### config.mk
export PLATFORM = sky130hd
export DESIGN_NAME = button_debounce_press_classifier
export DESIGN_NICKNAME = d
export VERILOG_FILES = /design/src/rtl/bdpc_pkg.sv /design/src/rtl/button_debounce_press_classifier.sv
export SDC_FILE = /design/constraint.sdc
export NUM_CORES = 1
export LEC_CHECK = 0
export BUFFER_PORTS_ARGS = -buffer_cell sky130_fd_sc_hd__clkbuf_2
export CAP_MARGIN = 10
export CELL_PAD_IN_SITES_DETAIL_PLACEMENT = 1
export CELL_PAD_IN_SITES_GLOBAL_PLACEMENT = 1
export CORE_MARGIN = 2
export CORE_UTILIZATION = 48
export CTS_CLUSTER_SIZE = 25
export DETAILED_ROUTE_END_ITERATION = 16
export PLACE_DENSITY_LB_ADDON = 0.15
export SYNTH_ARGS = -nofsm -noshare
export SYNTH_HDL_FRONTEND = slang
export SYNTH_SLANG_ARGS = --single-unit
### constraint.sdc
create_clock -name clk -period 6.21 [get_ports clk]
set_input_delay 1.242 -clock clk [delete_from_list [all_inputs] [get_ports clk]]
set_output_delay 1.242 -clock clk [all_outputs]
set_load 0.05 [all_outputs]
### src/rtl/bdpc_pkg.sv
// types and constants for the button debounce and press classifier
// no dependencies; imported by button_debounce_press_classifier
`default_nettype none

package bdpc_pkg;

	localparam int unsigned TIME_W  = 32;
	localparam int unsigned TICKS_W = 16;
	localparam int unsigned CFG_IDX_W = 2;

	typedef logic [TIME_W-1:0]    time_t;
	typedef logic [TICKS_W-1:0]   ticks_t;
	typedef logic [CFG_IDX_W-1:0] cfg_idx_t;

	// request opcodes
	localparam logic OP_POLL = 1'b0;
	localparam logic OP_READ = 1'b1;

	// register indexes
	localparam cfg_idx_t CFG_DEBOUNCE   = 2'd0;
	localparam cfg_idx_t CFG_LONG_PRESS = 2'd1;

	localparam ticks_t DEBOUNCE_RST   = 16'd10;
	localparam ticks_t LONG_PRESS_RST = 16'd3000;

	typedef enum logic [1:0] {
		PH_IDLE    = 2'd0,
		PH_PRESSED = 2'd1,
		PH_LONG    = 2'd2
	} phase_t;

	typedef enum logic [1:0] {
		EV_NONE  = 2'd0,
		EV_SHORT = 2'd1,
		EV_LONG  = 2'd2
	} event_t;

endpackage

`default_nettype wire

### src/rtl/button_debounce_press_classifier.sv
// Sustains one request per clock while the result side does not stall: every request gives
// exactly one result, held first in the request register and then in the result register.
// The debounce check, the press/long-press machine and the event read-and-clear sit in
// the single combinational step between those two registers. Poll requests report the
// event as none; read requests return the pending event and clear it. The kept level
// (1 = pressed, pin active low) is reported with every result.
// depends on bdpc_pkg
`default_nettype none

module button_debounce_press_classifier (
	input  wire                     clk,
	input  wire                     arst_n,
	// request channel
	input  wire                     req_valid,
	output logic                    req_stall,
	input  wire                     op,
	input  wire                     pin_level,
	input  wire  bdpc_pkg::time_t   time_now,
	// result channel
	output logic                    res_valid,
	input  wire                     res_stall,
	output logic [1:0]              event_res,
	output logic                    stable_pressed,
	// register writes
	input  wire                     cfg_valid,
	output logic                    cfg_ready,
	input  wire  bdpc_pkg::cfg_idx_t cfg_index,
	input  wire  bdpc_pkg::ticks_t  cfg_data
);
	import bdpc_pkg::*;

	// request register
	logic  valid_s1;
	logic  op_s1;
	logic  pin_s1;
	time_t time_s1;

	// result register
	logic       res_valid_q;
	logic [1:0] event_q;
	logic       pressed_q;

	// settings
	ticks_t debounce_q;
	ticks_t long_press_q;

	// block state
	logic   last_q;
	time_t  change_q;
	phase_t phase_q;
	time_t  press_q;
	event_t pend_q;

	// next state
	logic   last_d;
	time_t  change_d;
	phase_t phase_d;
	time_t  press_d;
	event_t pend_d;
	event_t evt_d;
	logic   settled;

	logic adv;
	logic take;

	assign adv       = valid_s1 && !(res_valid_q && res_stall);
	assign req_stall = valid_s1 && res_valid_q && res_stall;
	assign take      = req_valid && !req_stall;
	assign cfg_ready = 1'b1;

	assign res_valid      = res_valid_q;
	assign event_res      = event_q;
	assign stable_pressed = pressed_q;

	always_ff @(posedge clk or negedge arst_n) begin
		if (!arst_n) begin
			debounce_q   <= DEBOUNCE_RST;
			long_press_q <= LONG_PRESS_RST;
		end else if (cfg_valid && cfg_ready) begin
			unique case (cfg_index)
				CFG_DEBOUNCE:   debounce_q   <= cfg_data;
				CFG_LONG_PRESS: long_press_q <= cfg_data;
				default:        ;
			endcase
		end
	end

	always_ff @(posedge clk or negedge arst_n) begin
		if (!arst_n) begin
			valid_s1 <= 1'b0;
		end else if (take) begin
			valid_s1 <= 1'b1;
		end else if (adv) begin
			valid_s1 <= 1'b0;
		end
	end

	always_ff @(posedge clk) begin
		if (take) begin
			op_s1   <= op;
			pin_s1  <= pin_level;
			time_s1 <= time_now;
		end
	end

	always_comb begin
		last_d   = last_q;
		change_d = change_q;
		phase_d  = phase_q;
		press_d  = press_q;
		pend_d   = pend_q;
		evt_d    = EV_NONE;
		settled  = 1'b0;
		if (op_s1 == OP_READ) begin
			evt_d  = pend_q;
			pend_d = EV_NONE;
		end else begin
			last_d = ~pin_s1;
			if (last_d != last_q) begin
				change_d = time_s1;
			end
			settled = (time_s1 - change_d) >= time_t'(debounce_q);
			if (settled) begin
				unique case (phase_q)
					PH_IDLE: begin
						if (last_d) begin
							pend_d  = EV_SHORT;
							phase_d = PH_PRESSED;
							press_d = time_s1;
						end
					end
					PH_PRESSED: begin
						if (!last_d) begin
							phase_d = PH_IDLE;
						end else if ((time_s1 - press_q) >= time_t'(long_press_q)) begin
							pend_d  = EV_LONG;
							phase_d = PH_LONG;
						end
					end
					default: begin
						// long-held, and the unused code acts the same
						if (!last_d) begin
							phase_d = PH_IDLE;
						end
					end
				endcase
			end
		end
	end

	always_ff @(posedge clk or negedge arst_n) begin
		if (!arst_n) begin
			last_q   <= 1'b0;
			change_q <= '0;
			phase_q  <= PH_IDLE;
			press_q  <= '0;
			pend_q   <= EV_NONE;
		end else if (adv) begin
			last_q   <= last_d;
			change_q <= change_d;
			phase_q  <= phase_d;
			press_q  <= press_d;
			pend_q   <= pend_d;
		end
	end

	always_ff @(posedge clk or negedge arst_n) begin
		if (!arst_n) begin
			res_valid_q <= 1'b0;
		end else if (adv) begin
			res_valid_q <= 1'b1;
		end else if (!res_stall) begin
			res_valid_q <= 1'b0;
		end
	end

	always_ff @(posedge clk) begin
		if (adv) begin
			event_q   <= evt_d;
			pressed_q <= last_d;
		end
	end

	// long event only comes out of the pressed phase
	a_long_from_pressed: assert property (@(posedge clk) disable iff (!arst_n)
		(pend_q == EV_LONG && $past(pend_q) != EV_LONG) |-> $past(phase_q) == PH_PRESSED)
		else $error("long event latched outside pressed phase");

	// leaving idle needs the kept level pressed
	a_press_needs_level: assert property (@(posedge clk) disable iff (!arst_n)
		(phase_q != PH_IDLE && $past(phase_q) == PH_IDLE) |-> last_q)
		else $error("left idle without kept press");

	// a read that completes leaves no pending event
	a_read_clears: assert property (@(posedge clk) disable iff (!arst_n)
		(adv && op_s1 == OP_READ) |=> pend_q == EV_NONE)
		else $error("read did not clear pending event");

	// back-pressure only with a request held in the input register
	a_stall_held: assert property (@(posedge clk) disable iff (!arst_n)
		req_stall |-> (valid_s1 && res_valid_q))
		else $error("request stalled with room to advance");

endmodule

`default_nettype wire

==> results of run 1 <==
-- cells in the mapped netlist, drive strengths merged (9+ instances only) --
master  number
edfxtp      37
a211oi       9
o211ai      18
and2        11
a21oi       76
nand4       25
o21ai       95
a21o        20
nand3       16
clkbuf      32
a31oi       11
dfstp        9
nor2b       10
nor2        70
nand2      124
xnor2       29
ha          84
xor2        20
o21a        11
mux2        52
nand2b      22
inv         91
nor3        17
buf         13
mux2i       33
dfrtp       94
-- final timing paths --
path	to	slack, ns	cells past startpoint
min in group asynchronous	press_q[2]	0.95	1
max in group asynchronous	debounce_q[1]	4.25	2
setup reg to reg	press_q[22]	0.41	23
hold / removal	change_q[24]	0.48	2
hold reg to reg	change_q[24]	0.48	2
setup / recovery	press_q[22]	0.41	23
-- area by class of cell --
class                   instances  share of cell area [%]
well taps                     280                   2.963
repair buffers                 74                   3.640
clock buffers                  20                   3.947
inverters                      91                   2.889
clock inverters                12                   1.270
flip-flops and latches        140                   31.29
multi-input cells             885                   54.00
-- where the power goes --
| group | internal (mW) | switching, mW |
|---|---|---|
| Sequential | 1.21 | 0.204 |
| Clock | 0.637 | 0.461 |
| Combinational | 1.33 | 1.89 |
| Total | 3.17 | 2.55 |
-- worst reg2reg max path, delay by kind of cell, from the launching register on --
kind / cells / cell delay, ns
AO/OA/AOI/OAI: 11 / 2.28
XOR/XNOR: 1 / 0.21
adder cells (fa/ha/maj): 2 / 0.60
buffers and inverters: 1 / 0.15
flip-flops: 1 / 0.48
multiplexers: 2 / 0.51
AND/OR/NAND/NOR: 6 / 1.46
-- cell families (layout without fill, tap and decap cells) --
group / count (synthesis) / count (layout) / share of synthesized area [%]
AND/OR/NAND/NOR: 342 / 343 / 15.84
XOR/XNOR: 49 / 49 / 4.184
other: 1 / 1 / 0.03532
AO/OA/AOI/OAI: 314 / 314 / 19.39
flip-flops: 140 / 140 / 34.85
adder cells (fa/ha/maj): 93 / 93 / 10.84
multiplexers: 85 / 85 / 9.511
buffers and inverters: 136 / 197 / 5.351
-- stage by stage --
stage	instance area, µm²	power (mW)	hold slack [ns]	utilization (%)
3_5_place_dp	11140	4.558	0.4747	51.21
2_1_floorplan	10620	3.752	0.4456	-
4_1_cts	11760	5.688	0.4882	54.04
6_report	11830	5.720	0.4833	54.35
5_1_grt	11830	6.175	0.5120	54.35
3_3_place_gp	11140	4.432	0.4609	51.21
-- sequential cells by signal (all words and copies together), names as in the netlist --
| name | cells |
|---|---|
| pin_s1 | 1 |
| press_q | 32 |
| valid_s1 | 1 |
| change_q | 32 |
| last_q | 1 |
| debounce_q | 16 |
| res_valid | 1 |
| pend_q | 2 |
| time_s1 | 32 |
| event_res | 2 |
| op_s1 | 1 |
| stable_pressed | 1 |
| long_press_q | 16 |
| phase_q | 2 |
-- timing repair --
action | in CTS | in global routing
setup endpoints to repair | 0 | 32
setup buffers | 0 | 3
gates resized for setup | 0 | 1
hold endpoints to repair | 0 | 0
-- routing by layer --
| layer | up-vias | GRT usage, % | wire length, µm | share of wire, % |
|---|---|---|---|---|
| met5 | - | 0 | 0 | 0 |
| met4 | 0 | 7.584 | 666 | 2.1 |
| met3 | 37 | 3.868 | 1128 | 3.5 |
| met2 | 153 | 42.43 | 14850 | 46 |
| met1 | 4484 | 39.79 | 15620 | 48 |
| li1 | 4311 | - | - | - |
==> flow_summary.yaml, run 1 <==
setup_path:
  endpoint_kind: "flip-flop"
  r2r-start: "last_q"
  critPathRequiredTime_ns: 6.53
  cp_top_family: "compound AO/OA/AOI/OAI gates"
  crit_type: "reg2reg"
  cp-start-kind: "flip-flop"
  cpPeakStageDelay_ns: 0.48
  crit_start: "last_q"
  worst-path-max-fanout: 8
  arrival_ns: 6.11
  path_buf_inv: 1
  crit_path_top_delay_cell: "dfrtp_1"
  worstPathCellList: "xor2_2 -> o21ai_0 -> ha_1 -> and3b_1 -> a211oi_1 -> o211ai_2 -> and2_1 -> o22ai_1 -> mux2i_1 -> o21ai_0 -> ha_1 -> a21o_1 -> a31oi_1 -> o22ai_1 -> a211oi_1 -> o211ai_1 -> nor4b_1 -> nand3_1 -> a2111oi_4 -> nand4_4 -> nand2_4 -> buf_12 -> mux2_4"
cells_and_area:
  fill_cells: 2539
  multi_input_area_um2: 6386
  register_area_um2: 3700
  most-common-layout-cells: "nand2_1, dfrtp_1, inv_1, o21ai_0, ha_1"
  area.growth.synth_to_final_pct: 11.38
  drive_above_1_share_pct: 15.63
  antenna_cells: 0
  final_common_cell: "nand2_1"
  stdcell_count: 1502
  fin_nets: 1351
drt:
  ant_nets: 0
  vias: 8985
  drc_errors: 0
  postRouteWirelength_um: 32270
  drtIter0Drc: 457
  wl_per_cell_um: 21.48
  drtPass1Iterations: 4
  vias_per_cell: 5.982
grt:
  overflow: 0
  gr-usage-all-layers_pct: 27.26
  grt_pass1_vias: 9215
  grt_pass1_wl_um: 50540
  grt_max_degree: 73
  antenna_found_initial: 0
floorplan:
  ioPinCount: 63
  initial_utilization_pct: 48.80
  num_rows: 54
  dieArea_um2: 23320
  die_x_um: 152.7
  core_um2: 21760
  die_h_um: 152.7
yosys:
  yosysTopAreaCellShare_pct: 22.16
  syn-num-nets: 1302
  ys_seq_area_share_pct: 34.85
  async_flop_share_pct: 73.57
  yosys.area.top_type: "dfrtp_1"
  yosys-top-cells-area: "dfrtp_1, edfxtp_1, ha_1"
  ys_ff_latch: 140
  synth_ff_type: "dfrtp_1"
  synth_cell_types: 87
  ys_warn_count: 0
  syn_inst: 1160
  syn_area_um2: 10620
  synth_area_per_cell_um2: 9.152
  synth_edf_count: 37
placed_design:
  gp_congestion: 0.9186
  io_buffers: 61
  dp_slack_ns: 0.2679
  place_inst: 1466
  hpwl_um: 24460
timing:
  clock.fmax_mhz: 172.5
  period_share_pct: 93.34
  tns_ns: 0
  finalSetupViolations: 0
  slew_headroom_pct: -10.61
  skew_ns: 0.01215
  final_hold_viol_count: 0
  tightest_slew_ns: 1.644
  min_period_ns: 5.796
  fin_ws_ns: 0.4136
  maxSlewViolCount: 4
status:
  status: "finished with violations"
  failed_checks: "capacitance limit, slew limit"
cts:
  cts_tree: "built"
  cts_buffer_depth: 2
  cts_inserted_buffers: 17
  clkSinkCount: 140
  ctsHoldBuffers: 0
  root_buffer: "clkbuf_16"
  path_clk_slew_ns: 0.07
  insertion_delay_ns: 0.44
  h-tree-depth: 4
run:
  max_cap_violations: 1
pwr:
  vdd_drop_max_uv: 190.7
  p_per_area_nw_per_um2: 483.7
  leakagePower_nw: 5.291
min_path:
  hp-class: "reg2reg"
  worstHoldStart: "change_q[24]"
Power figures use the tool's default switching activity.
==> inputs of run 2 (changes only) <==
Settings changed: GPL_TIMING_DRIVEN from default to 0.
==> run 2 against run 1 <==
The run now ends clean. Utilization grew 0.86 points. Sequential power is essentially flat. Design area grew 1.6%. Clock power shrank 6%. Final cell count grew 2.3%. Setup slack lost 0.10 ns. Via count grew 1.8%. Combinational power grew 2%. Non-clock buffer count grew 35. Clock skew grew 0.0011 ns. Critical endpoint is now press_q[18].
==> flow_summary.yaml, run 2 (synthesis results as in run 1) <==
status:
  status: "finished clean"
pwr:
  switchingPower_mw: 2.583
  cellInternalPower_mw: 3.114
  vdd_drop_max_uv: 208.3
  power_frac_seq_pct: 24.6
  leakagePower_nw: 5.335
  combPwrFrac_pct: 57.4
  p_per_area_nw_per_um2: 474.3
  p_clk_share_pct: 18.0
  swShare_pct: 45.34
floorplan:
  initial_utilization_pct: 48.80
  dieArea_um2: 23320
  ioPinCount: 63
  num_rows: 54
  core_um2: 21760
  die_x_um: 152.7
  die_h_um: 152.7
timing:
  rsz0062_at_grt: "no"
  skew_ns: 0.01324
  fin_ws_ns: 0.3112
  min_period_ns: 5.899
  fin_hold_ws_ns: 0.4829
  finalSetupViolations: 0
  period_share_pct: 94.99
  clock.fmax_mhz: 169.5
  slew_headroom_pct: 34.95
  maxSlewViolCount: 0
  tightest_slew_ns: 0.9722
  final_hold_viol_count: 0
setup_path:
  cp-start-kind: "flip-flop"
  endpoint_kind: "flip-flop"
  worst-path-max-fanout: 10
  rr_worst_depth: 26
  arrival_ns: 6.21
  critPathRequiredTime_ns: 6.52
  crit_type: "reg2reg"
drt:
  drc_errors: 0
  drtIter0Drc: 401
  vias: 9144
  wl_per_cell_um: 21.23
  vias_per_cell: 5.953
  drtPass1Iterations: 4
  postRouteWirelength_um: 32610
  ant_nets: 0
grt:
  grt_pass1_wl_um: 53110
  gr-usage-all-layers_pct: 28.73
  grt_max_degree: 104
  overflow: 0
  antenna_found_initial: 0
  grt_pass1_vias: 9895
cts:
  clkSinkCount: 140
  root_buffer: "clkbuf_16"
  path_clk_slew_ns: 0.06
  ctsHoldBuffers: 0
  cts_buffer_depth: 2
  h-tree-depth: 4
  cts_inserted_buffers: 17
  cts_tree: "built"
  insertion_delay_ns: 0.44
cells_and_area:
  area.growth.synth_to_final_pct: 13.14
  register_area_um2: 3701
  fill_cells: 2531
  antenna_cells: 0
  drive_above_1_share_pct: 16.00
  final_common_cell: "nand2_1"
  fin_nets: 1385
  multi_input_area_um2: 6430
  reg_top3: "change_q x32, press_q x32, time_s1 x32"
  most-common-layout-cells: "nand2_1, dfrtp_1, inv_1, o21ai_0, ha_1"
placed_design:
  io_buffers: 61
  gp_congestion: 0.8959
  dp_slack_ns: -1.423
  hpwl_um: 25080
min_path:
  hp-class: "reg2reg"
  holdPathStages: 2
run:
  max_cap_violations: 0
-- run 2: metal layers --
| metal | wire (µm) | GRT usage, % | vias to the layer above |
|---|---|---|---|
| li1 | - | - | 4365 |
| met1 | 15170 | 38.35 | 4553 |
| met2 | 15420 | 47.92 | 184 |
| met3 | 1371 | 5.660 | 42 |
| met4 | 658 | 7.628 | 0 |
| met5 | 0 | 0 | - |
-- run 2: worst paths after layout --
path / start / to / slack (ns)
worst max-delay path: pin_s1 / press_q[18] / 0.31
worst min-delay path: change_q[26] / change_q[26] / 0.48
worst max register to register: pin_s1 / press_q[18] / 0.31
worst min register to register: change_q[26] / change_q[26] / 0.48
max in group asynchronous: arst_n / last_q / 4.62
min in group asynchronous: arst_n / long_press_q[1] / 0.90
-- run 2: what timing repair did --
item | in CTS | in global routing
resized for setup | 17 | 5
pin swaps | 4 | 2
endpoints found under the setup margin | 36 | 36
buffers inserted | 4 | 0
-- run 2: metrics by stage --
step | TNS, ns | total power, mW | util (%) | instance area (µm²) | instances
floorplan | 0 | 3.752 | - | 10620 | 1160
global placement | -47.55 | 4.428 | 51.81 | 11270 | 1501
detailed placement | -48.04 | 4.583 | 51.98 | 11310 | 1502
CTS | 0 | 5.696 | 55.14 | 12000 | 1538
global route | 0 | 6.180 | 55.21 | 12010 | 1536
finish | 0 | 5.698 | 55.21 | 12010 | 1536
-- run 2: area by class of cell --
type,instances,share of cell area (%)
Buffer,43,1.958
Tap cell,280,2.917
Sequential cell,140,30.81
Clock buffer,17,3.542
Inverter,91,2.844
Clock inverter,15,1.302
Multi-Input combinational cell,884,53.53
Timing Repair Buffer,66,3.094
-- run 2: worst max-delay path: stages, from the launching register on --
cell	delay, ns
edfxtp_1	0.36
buf_4	0.20
xor2_4	0.17
buf_6	0.16
buf_4	0.18
o21ai_2	0.28
ha_4	0.23
and3b_1	0.19
a211oi_2	0.25
o211ai_2	0.14
and2_1	0.20
o22ai_1	0.21
mux2i_1	0.24
o21ai_0	0.13
ha_1	0.31
a21o_1	0.17
a31oi_1	0.20
o22ai_1	0.14
a211oi_2	0.23
o211ai_1	0.16
nor4b_2	0.31
nand3_1	0.15
a2111oi_4	0.28
nand4_4	0.21
nand2_8	0.17
buf_12	0.16
mux2_4	0.31
-- run 2: power by group through the flow --
stage               sequential (mW)  combinational (mW)  clock [mW]
CTS                            1.40                3.25        1.05
finish                         1.40                3.27        1.03
floorplan                      1.35                2.40           0
global placement               1.39                3.04           0
global route                   1.44                3.65        1.09
detailed placement             1.41                3.18           0
